`src/bqc_pkg.sv`:
```
package bqc_pkg;

	// Micro-operations of one section, in issue order.
	typedef enum logic [2:0] {
		OP_Y,   // y   = s0 + b0*x
		OP_T1,  // acc = b1*x
		OP_T2,  // acc = acc + (-a1)*y
		OP_S0,  // s0  = s1 + acc
		OP_P2,  // acc = b2*x
		OP_S1   // s1  = acc + (-a2)*y
	} op_e;

	typedef enum logic [2:0] {
		CF_B0,
		CF_B1,
		CF_B2,
		CF_A1,
		CF_A2,
		CF_ONE
	} coef_e;

	typedef enum logic [1:0] {
		SRC_X,
		SRC_Y,
		SRC_ACC
	} src_e;

	typedef enum logic [1:0] {
		ADD_ZERO,
		ADD_S0,
		ADD_S1,
		ADD_ACC
	} add_e;

	typedef enum logic [1:0] {
		DST_Y,
		DST_ACC,
		DST_S0,
		DST_S1
	} dst_e;

	typedef struct packed {
		coef_e coef;
		src_e  src;
		add_e  add;
		dst_e  dst;
	} uop_t;

	// Sequencer to datapath control.
	typedef struct packed {
		logic start;
		logic emit;
		op_e  op;
	} seq_ctl_t;

	localparam logic signed [31:0] Q28_ONE = 32'sh1000_0000;
	localparam int ROM_ROWS = 5;

	// Columns: b0, b1, b2, -a1, -a2 in signed Q4.28.
	localparam logic signed [31:0] COEF_ROM [ROM_ROWS][5] = '{
		'{32'sd147504, -32'sd295009, 32'sd147504, -32'sd208239557, -32'sd156314714},
		'{32'sd268435456, -32'sd536870912, 32'sd268435456, -32'sd148770661,
			-32'sd169236430},
		'{32'sd268435456, 32'sd0, -32'sd268435456, -32'sd278033113, -32'sd182786864},
		'{32'sd268435456, 32'sd536870912, 32'sd268435456, -32'sd121451890,
			-32'sd225400456},
		'{32'sd268435456, 32'sd536870912, 32'sd268435456, -32'sd340380561,
			-32'sd235077388}
	};

	function automatic uop_t uop_of(op_e op);
		uop_t u;
		unique case (op)
			OP_Y:    u = '{coef: CF_B0,  src: SRC_X,   add: ADD_S0,   dst: DST_Y};
			OP_T1:   u = '{coef: CF_B1,  src: SRC_X,   add: ADD_ZERO, dst: DST_ACC};
			OP_T2:   u = '{coef: CF_A1,  src: SRC_Y,   add: ADD_ACC,  dst: DST_ACC};
			OP_S0:   u = '{coef: CF_ONE, src: SRC_ACC, add: ADD_S1,   dst: DST_S0};
			OP_P2:   u = '{coef: CF_B2,  src: SRC_X,   add: ADD_ZERO, dst: DST_ACC};
			OP_S1:   u = '{coef: CF_A2,  src: SRC_Y,   add: ADD_ACC,  dst: DST_S1};
			default: u = '{coef: CF_ONE, src: SRC_X,   add: ADD_ZERO, dst: DST_ACC};
		endcase
		return u;
	endfunction

	function automatic op_e op_next(op_e op);
		op_e n;
		unique case (op)
			OP_Y:    n = OP_T1;
			OP_T1:   n = OP_T2;
			OP_T2:   n = OP_S0;
			OP_S0:   n = OP_P2;
			OP_P2:   n = OP_S1;
			default: n = OP_Y;
		endcase
		return n;
	endfunction

	// Sections past the table pass the signal straight through.
	function automatic logic signed [31:0] coef_of(int unsigned sec, coef_e k);
		logic signed [31:0] c;
		if (k == CF_ONE) begin
			c = Q28_ONE;
		end else if (sec >= ROM_ROWS) begin
			c = (k == CF_B0) ? Q28_ONE : 32'sd0;
		end else begin
			unique case (k)
				CF_B0:   c = COEF_ROM[sec][0];
				CF_B1:   c = COEF_ROM[sec][1];
				CF_B2:   c = COEF_ROM[sec][2];
				CF_A1:   c = COEF_ROM[sec][3];
				CF_A2:   c = COEF_ROM[sec][4];
				default: c = Q28_ONE;
			endcase
		end
		return c;
	endfunction

endpackage

```
`src/bqc_mac.sv`:
```
// Shared multiply-saturate-add unit: result = sat(addend + sat(floor(coef*operand / 2^28))).
// The product is built from two 32x33 partial products on one multiplier.
module bqc_mac import bqc_pkg::*; #(
	parameter int W = 48
) (
	input  logic                clk,
	input  logic                arst_n,
	input  logic                start,
	input  logic signed [31:0]  coef,
	input  logic signed [W-1:0] operand,
	input  logic signed [W-1:0] addend,
	output logic                done,
	output logic signed [W-1:0] result
);

	typedef enum logic [1:0] {
		M_IDLE,
		M_HI,
		M_SAT,
		M_ADD
	} mstate_e;

	localparam logic signed [67:0] PMAX = (68'sd1 <<< (W - 1)) - 68'sd1;
	localparam logic signed [67:0] PMIN = -PMAX - 68'sd1;

	mstate_e             state_q;
	logic                done_q;
	logic signed [64:0]  pl_q;
	logic signed [64:0]  ph_q;
	logic signed [W-1:0] pq_q;
	logic signed [W-1:0] result_q;

	logic signed [63:0]  v_ext;
	logic signed [32:0]  mul_b;
	logic signed [64:0]  prod;
	logic signed [95:0]  full;
	logic signed [67:0]  shifted;
	logic signed [W-1:0] pq_d;
	logic signed [W:0]   sum;
	logic signed [W-1:0] sum_sat;

	assign v_ext = 64'(operand);
	assign mul_b = (state_q == M_IDLE) ? $signed({1'b0, v_ext[31:0]})
	                                    : $signed({v_ext[63], v_ext[63:32]});
	assign prod  = 65'(coef) * 65'(mul_b);

	// Arithmetic shift of the exact product gives the floor.
	assign full    = (96'(ph_q) <<< 32) + 96'(pl_q);
	assign shifted = full[95:28];

	always_comb begin
		if (shifted > PMAX) begin
			pq_d = W'(PMAX);
		end else if (shifted < PMIN) begin
			pq_d = W'(PMIN);
		end else begin
			pq_d = W'(shifted);
		end
	end

	assign sum = (W+1)'(addend) + (W+1)'(pq_q);

	always_comb begin
		if (sum[W] != sum[W-1]) begin
			sum_sat = sum[W] ? {1'b1, {(W-1){1'b0}}} : {1'b0, {(W-1){1'b1}}};
		end else begin
			sum_sat = sum[W-1:0];
		end
	end

	always_ff @(posedge clk or negedge arst_n) begin
		if (!arst_n) begin
			state_q <= M_IDLE;
			done_q  <= 1'b0;
		end else begin
			done_q <= (state_q == M_ADD);
			unique case (state_q)
				M_IDLE: if (start) state_q <= M_HI;
				M_HI:   state_q <= M_SAT;
				M_SAT:  state_q <= M_ADD;
				M_ADD:  state_q <= M_IDLE;
				default: state_q <= M_IDLE;
			endcase
		end
	end

	always_ff @(posedge clk) begin
		if (state_q == M_IDLE && start) pl_q <= prod;
		if (state_q == M_HI) ph_q <= prod;
		if (state_q == M_SAT) pq_q <= pq_d;
		if (state_q == M_ADD) result_q <= sum_sat;
	end

	assign done   = done_q;
	assign result = result_q;

endmodule

```
`src/bqc_seq.sv`:
```
// Walks six micro-operations per section over all sections, one at a time.
module bqc_seq import bqc_pkg::*; #(
	parameter int SECTIONS = 5,
	parameter int SECW     = 3
) (
	input  logic            clk,
	input  logic            arst_n,
	input  logic            in_fire,
	input  logic            mac_done,
	input  logic            out_free,
	output logic            ready,
	output logic [SECW-1:0] sec,
	output seq_ctl_t        ctl
);

	typedef enum logic [1:0] {
		S_IDLE,
		S_ISSUE,
		S_WAIT,
		S_DONE
	} sstate_e;

	sstate_e         state_q;
	logic [SECW-1:0] sec_q;
	op_e             op_q;

	always_ff @(posedge clk or negedge arst_n) begin
		if (!arst_n) begin
			state_q <= S_IDLE;
			sec_q   <= '0;
			op_q    <= OP_Y;
		end else begin
			unique case (state_q)
				S_IDLE: if (in_fire) begin
					state_q <= S_ISSUE;
					sec_q   <= '0;
					op_q    <= OP_Y;
				end
				S_ISSUE: state_q <= S_WAIT;
				S_WAIT: if (mac_done) begin
					if (op_q == OP_S1) begin
						op_q <= OP_Y;
						if (sec_q == SECW'(SECTIONS - 1)) begin
							state_q <= S_DONE;
						end else begin
							sec_q   <= sec_q + 1'b1;
							state_q <= S_ISSUE;
						end
					end else begin
						op_q    <= op_next(op_q);
						state_q <= S_ISSUE;
					end
				end
				S_DONE: if (out_free) state_q <= S_IDLE;
				default: state_q <= S_IDLE;
			endcase
		end
	end

	assign ready     = (state_q == S_IDLE);
	assign sec       = sec_q;
	assign ctl.start = (state_q == S_ISSUE);
	assign ctl.emit  = (state_q == S_DONE) && out_free;
	assign ctl.op    = op_q;

endmodule

```
`src/biquad_cascade_filter_top.sv`:
```
// Channel | Signals                                    | Transaction
// --------+--------------------------------------------+-----------------------------------
// input   | in_valid, in_ready, sample[15:0], restart  | one raw sample, optional restart
// output  | out_valid, out_ready, filtered[15:0]       | one filtered signed Q15 sample
//
// A transaction runs from acceptance to the result register as follows: every
// section runs six multiply-add steps through one shared unit, each from
// issue to write-back before the next is issued, and then the result register
// is loaded. The input is ready again the cycle after that.
// Reset clears all section state; a restart flag clears it again at acceptance.
// A new sample is taken while a result waits; only a result still waiting when
// the next one is finished holds the block until out_ready frees the register.
module biquad_cascade_filter_top import bqc_pkg::*; #(
	parameter int SECTIONS     = 5,
	parameter int SIGNAL_WIDTH = 48
) (
	input  logic               clk,
	input  logic               arst_n,
	input  logic               in_valid,
	output logic               in_ready,
	input  logic [15:0]        sample,
	input  logic               restart,
	output logic               out_valid,
	input  logic               out_ready,
	output logic signed [15:0] filtered
);

	localparam int W    = SIGNAL_WIDTH;
	localparam int SECW = (SECTIONS > 1) ? $clog2(SECTIONS) : 1;
	localparam int AW   = $clog2(2 * SECTIONS);
	localparam logic [64:0] POS_LIM = (65'd1 << (W - 1)) - 65'd1;

	// Section state file: s0 at even, s1 at odd addresses.
	logic signed [W-1:0] st_q [2*SECTIONS];
	logic signed [W-1:0] x_q;
	logic signed [W-1:0] y_q;
	logic signed [W-1:0] acc_q;
	logic signed [15:0]  out_q;
	logic                out_valid_q;

	logic                in_fire;
	logic                out_free;
	logic [SECW-1:0]     sec;
	seq_ctl_t            ctl;
	uop_t                uop;
	logic                mac_done;
	logic signed [W-1:0] mac_res;
	logic signed [31:0]  coef;
	logic signed [W-1:0] operand;
	logic signed [W-1:0] addend;
	logic [SECW:0]       i0;
	logic [SECW:0]       i1;
	logic [32:0]         raw;
	logic signed [W-1:0] x_in;
	logic [W:0]          mag;
	logic [W-16:0]       qm;
	logic signed [15:0]  q_out;

	assign in_fire  = in_valid && in_ready;
	assign out_free = !out_valid_q || out_ready;

	bqc_seq #(
		.SECTIONS(SECTIONS),
		.SECW    (SECW)
	) u_seq (
		.clk     (clk),
		.arst_n  (arst_n),
		.in_fire (in_fire),
		.mac_done(mac_done),
		.out_free(out_free),
		.ready   (in_ready),
		.sec     (sec),
		.ctl     (ctl)
	);

	// The current step's operands; none of them changes until its result returns.
	assign uop  = uop_of(ctl.op);
	assign coef = coef_of(32'(sec), uop.coef);
	assign i0   = {sec, 1'b0};
	assign i1   = {sec, 1'b1};

	always_comb begin
		unique case (uop.src)
			SRC_X:   operand = x_q;
			SRC_Y:   operand = y_q;
			default: operand = acc_q;
		endcase
		unique case (uop.add)
			ADD_S0:  addend = st_q[i0[AW-1:0]];
			ADD_S1:  addend = st_q[i1[AW-1:0]];
			ADD_ACC: addend = acc_q;
			default: addend = '0;
		endcase
	end

	bqc_mac #(
		.W(W)
	) u_mac (
		.clk    (clk),
		.arst_n (arst_n),
		.start  (ctl.start),
		.coef   (coef),
		.operand(operand),
		.addend (addend),
		.done   (mac_done),
		.result (mac_res)
	);

	// The sample is an integer moved up by 16 fraction bits, clipped to the signal range.
	assign raw  = {1'b0, sample, 16'h0000};
	assign x_in = (65'(raw) > POS_LIM) ? W'(POS_LIM) : W'(raw);

	always_ff @(posedge clk or negedge arst_n) begin
		if (!arst_n) begin
			for (int i = 0; i < 2 * SECTIONS; i++) st_q[i] <= '0;
		end else if (in_fire && restart) begin
			for (int i = 0; i < 2 * SECTIONS; i++) st_q[i] <= '0;
		end else if (mac_done) begin
			if (uop.dst == DST_S0) st_q[i0[AW-1:0]] <= mac_res;
			if (uop.dst == DST_S1) st_q[i1[AW-1:0]] <= mac_res;
		end
	end

	// The last step of a section hands its output on as the next section's input.
	always_ff @(posedge clk) begin
		if (in_fire) begin
			x_q <= x_in;
		end else if (mac_done && ctl.op == OP_S1) begin
			x_q <= y_q;
		end
		if (mac_done && uop.dst == DST_Y) y_q <= mac_res;
		if (mac_done && uop.dst == DST_ACC) acc_q <= mac_res;
	end

	// Drop the fraction toward zero, then clamp to signed Q15.
	always_comb begin
		mag = x_q[W-1] ? ((W+1)'(0) - (W+1)'(x_q)) : (W+1)'(x_q);
		qm  = mag[W:16];
		if (x_q[W-1]) begin
			q_out = (qm > (W-15)'(32768)) ? 16'sh8000 : 16'(0 - qm);
		end else begin
			q_out = (qm > (W-15)'(32767)) ? 16'sh7FFF : 16'(qm);
		end
	end

	always_ff @(posedge clk or negedge arst_n) begin
		if (!arst_n) begin
			out_valid_q <= 1'b0;
		end else if (ctl.emit) begin
			out_valid_q <= 1'b1;
		end else if (out_ready) begin
			out_valid_q <= 1'b0;
		end
	end

	always_ff @(posedge clk) begin
		if (ctl.emit) out_q <= q_out;
	end

	assign out_valid = out_valid_q;
	assign filtered  = out_q;

`ifndef SYNTH
	a_busy_after_accept: assert property (@(posedge clk) disable iff (!arst_n)
		in_fire |=> !in_ready)
		else $error("input accepted while a sample is in flight");

	a_mac_latency: assert property (@(posedge clk) disable iff (!arst_n)
		ctl.start |-> ##4 mac_done)
		else $error("multiply-add step did not return after four cycles");

	a_no_overlap: assert property (@(posedge clk) disable iff (!arst_n)
		mac_done |-> !ctl.start)
		else $error("new step issued during write-back");

	a_restart_clears: assert property (@(posedge clk) disable iff (!arst_n)
		in_fire && restart |=> st_q[0] == '0)
		else $error("restart did not clear section state");
`endif

endmodule

```
`config.mk`:
```
export PLATFORM = sky130hd
export DESIGN_NAME = biquad_cascade_filter_top
export DESIGN_NICKNAME = d
export VERILOG_FILES = /design/src/bqc_pkg.sv /design/src/bqc_mac.sv /design/src/bqc_seq.sv /design/src/biquad_cascade_filter_top.sv
export SDC_FILE = /design/constraint.sdc
export NUM_CORES = 2
export LEC_CHECK = 0
export ABC_AREA = 1
export BUFFER_PORTS_ARGS = -buffer_cell sky130_fd_sc_hd__buf_2
export CORE_AREA = 5 5 441 443
export CTS_CLUSTER_SIZE = 16
export DETAILED_ROUTE_END_ITERATION = 7
export DIE_AREA = 0 0 446 448
export GPL_TIMING_DRIVEN = 0
export HOLD_SLACK_MARGIN = 0.06
export SYNTH_ARGS = -nofsm -noshare
export SYNTH_HDL_FRONTEND = slang
export SYNTH_HIERARCHICAL = 1
export SYNTH_SLANG_ARGS = --single-unit
```
`constraint.sdc`:
```
create_clock -name clk -period 11.4 [get_ports clk]
set_input_delay 0.57 -clock clk [delete_from_list [all_inputs] [get_ports clk]]
set_output_delay 0.57 -clock clk [all_outputs]
set_load 0.02 [all_outputs]
```
## Yosys cells after proc, flatten, opt, wreduce, memory -nomap -nowiden

Memories as Yosys holds them, arrays and structs flattened.
Cells that the tools add are included.

| word-level totals | value |
|---|---|
| bits in registers | 877 |
| bits in read-only memories | 1280 |
| bits of input ports | 21 |
| output and inout port bits | 18 |
| word-level logic and storage cells | 156 |
| memories kept | 1 |

| operators by class | value |
|---|---|
| add/sub/neg operators | 5 |
| multipliers | 1 |
| $lt $le $gt $ge | 10 |
| eq/ne operators | 31 |
| mux-type cells | 56 |
| bitwise operators | 3 |
| reductions and logical operators | 24 |

Memories:

| memory | words | bits a word | rd ports | clocked after Yosys merged registers in | wr ports | line | RTL |
|---|---|---|---|---|---|---|---|
| (no name shown) | 8 | 160 | 1 | 0 | 0 | bqc_pkg.sv:111 | `CF_A2: c = COEF_ROM[sec][4];` |

Operators with widths:

| operator | count |
|---|---|
| 480-bit 2-to-1 mux | 6 |
| 480-bit bitwise mux | 2 |
| 48-bit 2-to-1 mux | 9 |
| 48-bit binary-select mux with 4-bit select | 2 |
| 48-bit demux with 4-bit select | 2 |
| 160-bit 2-to-1 mux | 2 |
| 32-bit case mux with 5 select lines | 1 |
| 48-bit case mux with 3 select lines | 1 |
| 32-bit 2-to-1 mux | 4 |
| 96-bit by 65-bit adder with 96-bit output | 1 |
| 48-bit case mux with 2 select lines | 1 |
| 68-bit by 48-bit greater-than comparator with 1-bit output, second input constant | 1 |
| 68-bit by 48-bit less-than comparator with 1-bit output, second input constant | 1 |
| 32-bit by 33-bit multiplier with 65-bit output | 1 |
| 9-bit case mux with 6 select lines | 1 |
| 48-bit by 48-bit adder with 49-bit output | 1 |
| 49-bit 2-to-1 mux | 1 |
| 1-bit by 48-bit subtractor with 49-bit output, first input constant | 1 |
| 16-bit 2-to-1 mux | 3 |
| 33-bit by 4-bit greater-or-equal comparator with 1-bit output, second input constant | 1 |
| 33-bit by 15-bit greater-than comparator with 1-bit output, second input constant | 1 |
| 33-bit by 16-bit greater-than comparator with 1-bit output, second input constant | 1 |
| 33-bit 2-to-1 mux | 1 |
| 3-bit inverter with 33-bit output | 1 |
| 29 further kinds | 84 |

## Logic depth before layout (Yosys ltp)

| depth | value |
|---|---|
| depth in word-level cells | 13 |
| gate-level depth with buffers | 44 |
| depth with buffers taken out | 42 |

## Modules after synthesis

Netlist, hierarchy kept.

Modules (own cells, without submodules):

| module | instances | cells each | area an instance (um^2) | sequential area each (um^2) |
|---|---|---|---|---|
| bqc_mac | 1 | 6487 | 52412.8 | 5990.7 |
| biquad_cascade_filter_top | 1 | 3911 | 31864.3 | 16520.8 |
| bqc_seq | 1 | 78 | 560.5 | 200.2 |

## Worst setup path after synthesis

No wires, ideal clock.

| path | value |
|---|---|
| path kind | register to register |
| start | reg u_seq.op_q[2] |
| end | reg u_mac.ph_q[37] (data pin) |
| library setup time | 269 ps |
| arrival | 8780 ps |
| data required time | 11131 ps |
| path slack | 2351 ps |
| cell stages (with the launch flop) | 38 |
| buffers on the path | 4 |
| clock period less this slack | 9049 ps |
| cell sequence | dfrtp_1 inv_2 nand2_1 inv_1 nor2_1 inv_2 nor2_1 buf_2 buf_4 a21oi_1 nor2_1 clkbuf_1 a21oi_1 inv_1 clkbuf_1 nor2_1 fa_1 inv_1 [2 not listed] fa_1 inv_1 fa_1 fa_1 fa_1 inv_1 fa_1 inv_1 ha_1 a21o_1 a21oi_1 inv_1 a21oi_1 a21boi_0 o21ai_0 a21oi_1 o21ai_0 xor2_1 |

| on the way | value |
|---|---|
| elaborated cells on any way between the ends | 22 |
| classes of those cells | mul (1); eq/ne (11); mux (7); reduce/logical (3) |

RTL lines:

| what | line | RTL |
|---|---|---|
| from (decl) | bqc_seq.sv:25 | `op_e op_q;` |
| from (signal assigned) | bqc_seq.sv:50 | `op_q <= op_next(op_q);` |
| 3-bit equality test (tied with other cells) | bqc_pkg.sv:73 | `unique case (op)` |
| 9-bit case mux with 6 select lines (*) | bqc_pkg.sv:73 |  |
| 2-bit by 1-bit equality test with 1-bit output or 2-bit logical NOT (tied branches) | biquad_cascade_filter_top.sv:83 | `unique case (uop.src)` |
| 48-bit case mux with 2 select lines (*) | biquad_cascade_filter_top.sv:83 |  |
| named net operand[47] | biquad_cascade_filter_top.sv:49 | `logic signed [W-1:0] operand;` |
| 33-bit 2-to-1 mux (*) | bqc_mac.sv:43 | `assign mul_b = (state_q == M_IDLE) ? $signed({1'b0, v_ext[31:0]})` |
| 32-bit by 33-bit multiplier with 65-bit output (*) | bqc_mac.sv:45 | `assign prod = 65'(coef) * 65'(mul_b);` |
| named net u_mac.prod[37] | bqc_mac.sv:35 | `logic signed [64:0] prod;` |
| to (signal assigned) | bqc_mac.sv:89 | `if (state_q == M_HI) ph_q <= prod;` |
| to (decl) | bqc_mac.sv:29 | `logic signed [64:0] ph_q;` |

The timed path passes the listed nets; every way through them passes the cells marked *.
A chain may end at the register's enable or synchronous reset.

## Worst setup path after layout

| path | value |
|---|---|
| start | reg u_seq.op_q[0] |
| end | reg u_mac.ph_q[38] (data pin) |

Same word-level chain as after synthesis.

==> flow_summary_export.csv <==
group,metric,value,unit
run_status,status,"finished, violations left",
run_status,violations,"capacitance limit, slew limit, setup timing",
floorplanning,design.portCount,39,
clocking,cts_sinks,849,
synth,avgSynthCellArea,8.10,sq um
clocking,clock_path_buffers,3,
synth,yosysSeqAreaShare,26.8,%
critical_path,setup.worst_path.start_class,"register",
pwr,p_sw_share,22.1,%
hold_path,hold_end,"x_q[21]",
synth,netlist_instances,10500,
pwr,p_total,6840,uW
floorplanning,rows,160,
hold_path,hold_path_class,"primary input to register",
route,vias,78200,
pwr,p_clk_share,53.2,%
sta,period_share,100,%
critical_path,crit-reg2reg-launch,"u_seq/op_q[0]",
critical_path,cp_max_fo,10,
global_route,use_met1,51.1,%
global_route,met2_usage,62.5,%
critical_path,path_class,"register to register",
clocking,cts-root-buf,"clkbuf_16",
synth,ys_types,62,
synth,synth_top_family_by_area,"adder cells",
global_route,grt_util_met3,12.5,%
global_route,overflow,0,
final_layout,drive_gt1_share,6.86,%
clocking,cts_tree,"yes",
route,drt-total-wl,416000,microns
synth,ys_warn_count,6,
pwr,power_switching,1510,uW
placed_design,dp_hpwl,330000,microns
pwr,ir_drop,0.000129,V
global_route,grt.busiest_layer,"met2",
pwr,combPwrFrac,0.7,%
critical_path,cpMostUsedCell,"fa_1",
critical_path,critPathRequiredTime,11820,ps
final_layout,finalNetCount,12100,
placed_design,gp_congestion,1.05,
floorplanning,chipWidth,446,microns
synth,yosys.area_share.simple,20.7,%
clocking,clk_latency,790,ps
global_route,track_usage,41.5,%
sta,drv_slew,113,
floorplanning,die_area,200000,sq um
final_layout,fin_util,49.5,%
placed_design,pre_cts_ws,-2880,ps
final_layout,syn_to_final_growth,10.5,%
route,drtAntennaViolNets,0,
floorplanning,core_area,190000,sq um
sta,final-hold-violation-count,0,
route,via_per_inst,5.87,
synth,async_flop_share,58.0,%
hold_path,hp-start,"sample[5]",
floorplanning,die_h,448,microns
sta,max_freq,87.7,MHz
run,maxCapViolations,11,
synth,synth_seq_cells,849,
hold_path,whs_path_depth,3,
global_route,antenna_found_initial,36,
route,drtIter0Drc,9041,
global_route,grt_pass1_wl,582000,microns
synth,netlist_area,84800,sq um
pwr,p_int,5330,uW
clocking,cts_buffers,99,
critical_path,cp.arrival,11830,ps
sta,setup_ws,-2.13,ps
global_route,grt_pass1_vias,77500,
synth,synthAdderAreaFrac,30.9,%
sta,finalCriticalPeriod,11400,ps
clocking,clkTransAtPathRegs,60,ps
sta,worst_pin_slew,1650,ps
critical_path,end_kind,"register",
critical_path,max_stage_delay,650,ps
placed_design,port-buffer-count,38,
route,wl_per_cell,31.2,microns
sta,slew_headroom,-10.0,%
clocking,htree_levels,3,
synth,synth-compound-area-share,8.85,%
critical_path,slowest_stage,"fa_1",
pwr,p_leak,0.0463,uW
synth,synth_ff_type,"dfrtp_1",
final_layout,fillers,18800,
critical_path,r2r-end,"u_mac/ph_q[38]",
critical_path,ff2ff_path_depth,33,
synth,synth_xor_area_share,1.71,%
pwr,p_seq_share,46.1,%
sta,setup_viol,1,
synth,synth_mux_area_share,0,%
synth,syn_nets,11900,
critical_path,regToRegSetupSlack,-2,ps
route,drt_first_pass_iters,8,
route,drcViolationCount,0,
sta,skew,87.4,ps
synth,synth_edf_count,325,
floorplanning,start_util,44.7,%
pwr,power_density,72.9,nW/um^2
global_route,grt_max_degree,114,
-- per-stage QoR --
step / std cells / setup TNS [ps] / hold slack, ps / cell area, sq um
after CTS: 13300 / -65.2 / 73.0 / 93300
after detailed placement: 13100 / -182050 / 463 / 89000
after global routing: 13300 / -54.4 / 120 / 93700
after global placement: 13000 / -758870 / 458 / 88200
final: 13300 / -2.13 / 98.1 / 93800
after floorplan: 10500 / 0 / 274 / 84800
-- synth_stat cells, types with 15 or more instances --
cell type,instances,area (sq um)
a21o_1,18,135
a21oi_1,368,1840
a31oi_1,32,200
buf_1,22,82.6
buf_2,82,410
clkbuf_1,338,1270
clkinv_1,22,82.6
dfrtp_1,492,12300
dfxtp_1,32,641
edfxtp_1,325,9760
fa_1,1114,22300
ha_1,312,3900
inv_1,1926,7230
inv_2,38,143
nand2_1,2365,8880
nand2_2,20,125
nand3_1,581,2910
nand4_1,48,300
nor2_1,1130,4240
nor2_2,30,188
nor3_1,33,165
nor4_1,15,93.8
o2111ai_1,39,342
o211ai_1,24,180
o21ai_0,416,2080
o21ai_1,28,140
o22ai_1,217,1360
o311ai_0,16,140
o31ai_1,52,390
or2_2,16,100
xnor2_1,57,499
xor2_1,109,955
-- cell type report --
class | count | area (sq um) | area share [%]
Antenna cell | 28 | 70.1 | 0.0747
Buffer | 449 | 2060 | 2.20
Clock buffer | 128 | 2770 | 2.95
Tap cell | 2511 | 3140 | 3.35
Inverter | 1986 | 7540 | 8.04
Multi-Input combinational cell | 7176 | 53100 | 56.7
Sequential cell | 849 | 22700 | 24.2
Clock inverter | 59 | 923 | 0.985
Timing Repair Buffer | 136 | 1420 | 1.51
-- flip-flops by register name, summed over array words and instances, names as in the netlist --
signal	cells
st_q	480
acc_q	48
u_mac/pq_q	48
u_mac/done	1
filtered	16
u_mac/state_q	2
u_mac/ph_q	64
u_mac/result	48
u_seq/op_q	3
out_valid	1
u_seq/sec	3
x_q	48
y_q	48
u_mac/pl_q	37
u_seq/state_q	2
-- critical path, delay by kind of cell (launching register included) --
| family | cells | cell delay, ps |
|---|---|---|
| DFF | 1 | 530 |
| AOI/OAI and AO/OA | 9 | 2820 |
| adders and majority gates | 9 | 4570 |
| and+or+nand+nor | 4 | 630 |
| xor gates and xnor gates | 1 | 170 |
| buffers and inverters | 10 | 2230 |
-- how the worst max path moves through the flow --
stage                  startpoint             end  slack [ps]
floorplan           u_seq/op_q[2]  u_mac/ph_q[37]        2350
global placement    u_seq/op_q[2]  u_mac/pl_q[37]       -3220
detailed placement  u_seq/op_q[2]  u_mac/pl_q[42]       -2880
CTS                 u_seq/op_q[1]  u_mac/ph_q[42]         -30
global route        u_seq/op_q[0]  u_mac/ph_q[62]         -20
finish              u_seq/op_q[0]  u_mac/ph_q[38]          -2
-- logic make-up (layout without fill, tap and decap cells) --
kind of cell,count (synthesis),in the layout
xor+xnor,166,166
fa+ha+maj,1426,1426
other cells,0,28
buf+inv,2451,2758
simple gates,4291,4291
compound gates,1293,1293
flops,849,849
-- power groups by stage --
stage | Clock [uW] | Sequential (uW) | Combinational [uW]
2_1_floorplan | 0 | 3210 | 0.101
3_3_place_gp | 0 | 3210 | 41.3
3_5_place_dp | 0 | 3210 | 47.7
4_1_cts | 3630 | 3150 | 51.0
5_1_grt | 3750 | 3150 | 56.7
6_report | 3640 | 3150 | 49.6
-- what timing repair did --
| item | 4_1_cts | 5_1_grt |
|---|---|---|
| hold buffers | 11 | 0 |
| setup endpoints to repair | 87 | 67 |
| endpoints found under the hold margin | 62 | 0 |
| setup buffers | 20 | 29 |
| gates resized for setup | 128 | 100 |
| pin swaps | 2 | 4 |
-- cells in the final DEF (no fill, tap or decap), drive strengths merged, types with 49 or more instances in the layout --
cell	netlist	routed
o22ai	217	217
nand3	588	588
fa	1114	1114
dfrtp	492	492
o21ai	446	446
nand2	2390	2390
nor2	1175	1175
ha	312	312
clkbuf	338	445
a21oi	369	369
xnor2	57	57
edfxtp	325	325
o31ai	52	52
buf	127	256
clkinv	22	49
xor2	109	109
inv	1964	1956
-- metal layers --
metal	wire length [microns]	up-vias
li1	-	33000
met1	153000	39200
met2	179000	4685
met3	46000	1314
met4	37700	14
met5	101	-
(Power assumes the default switching activity.)
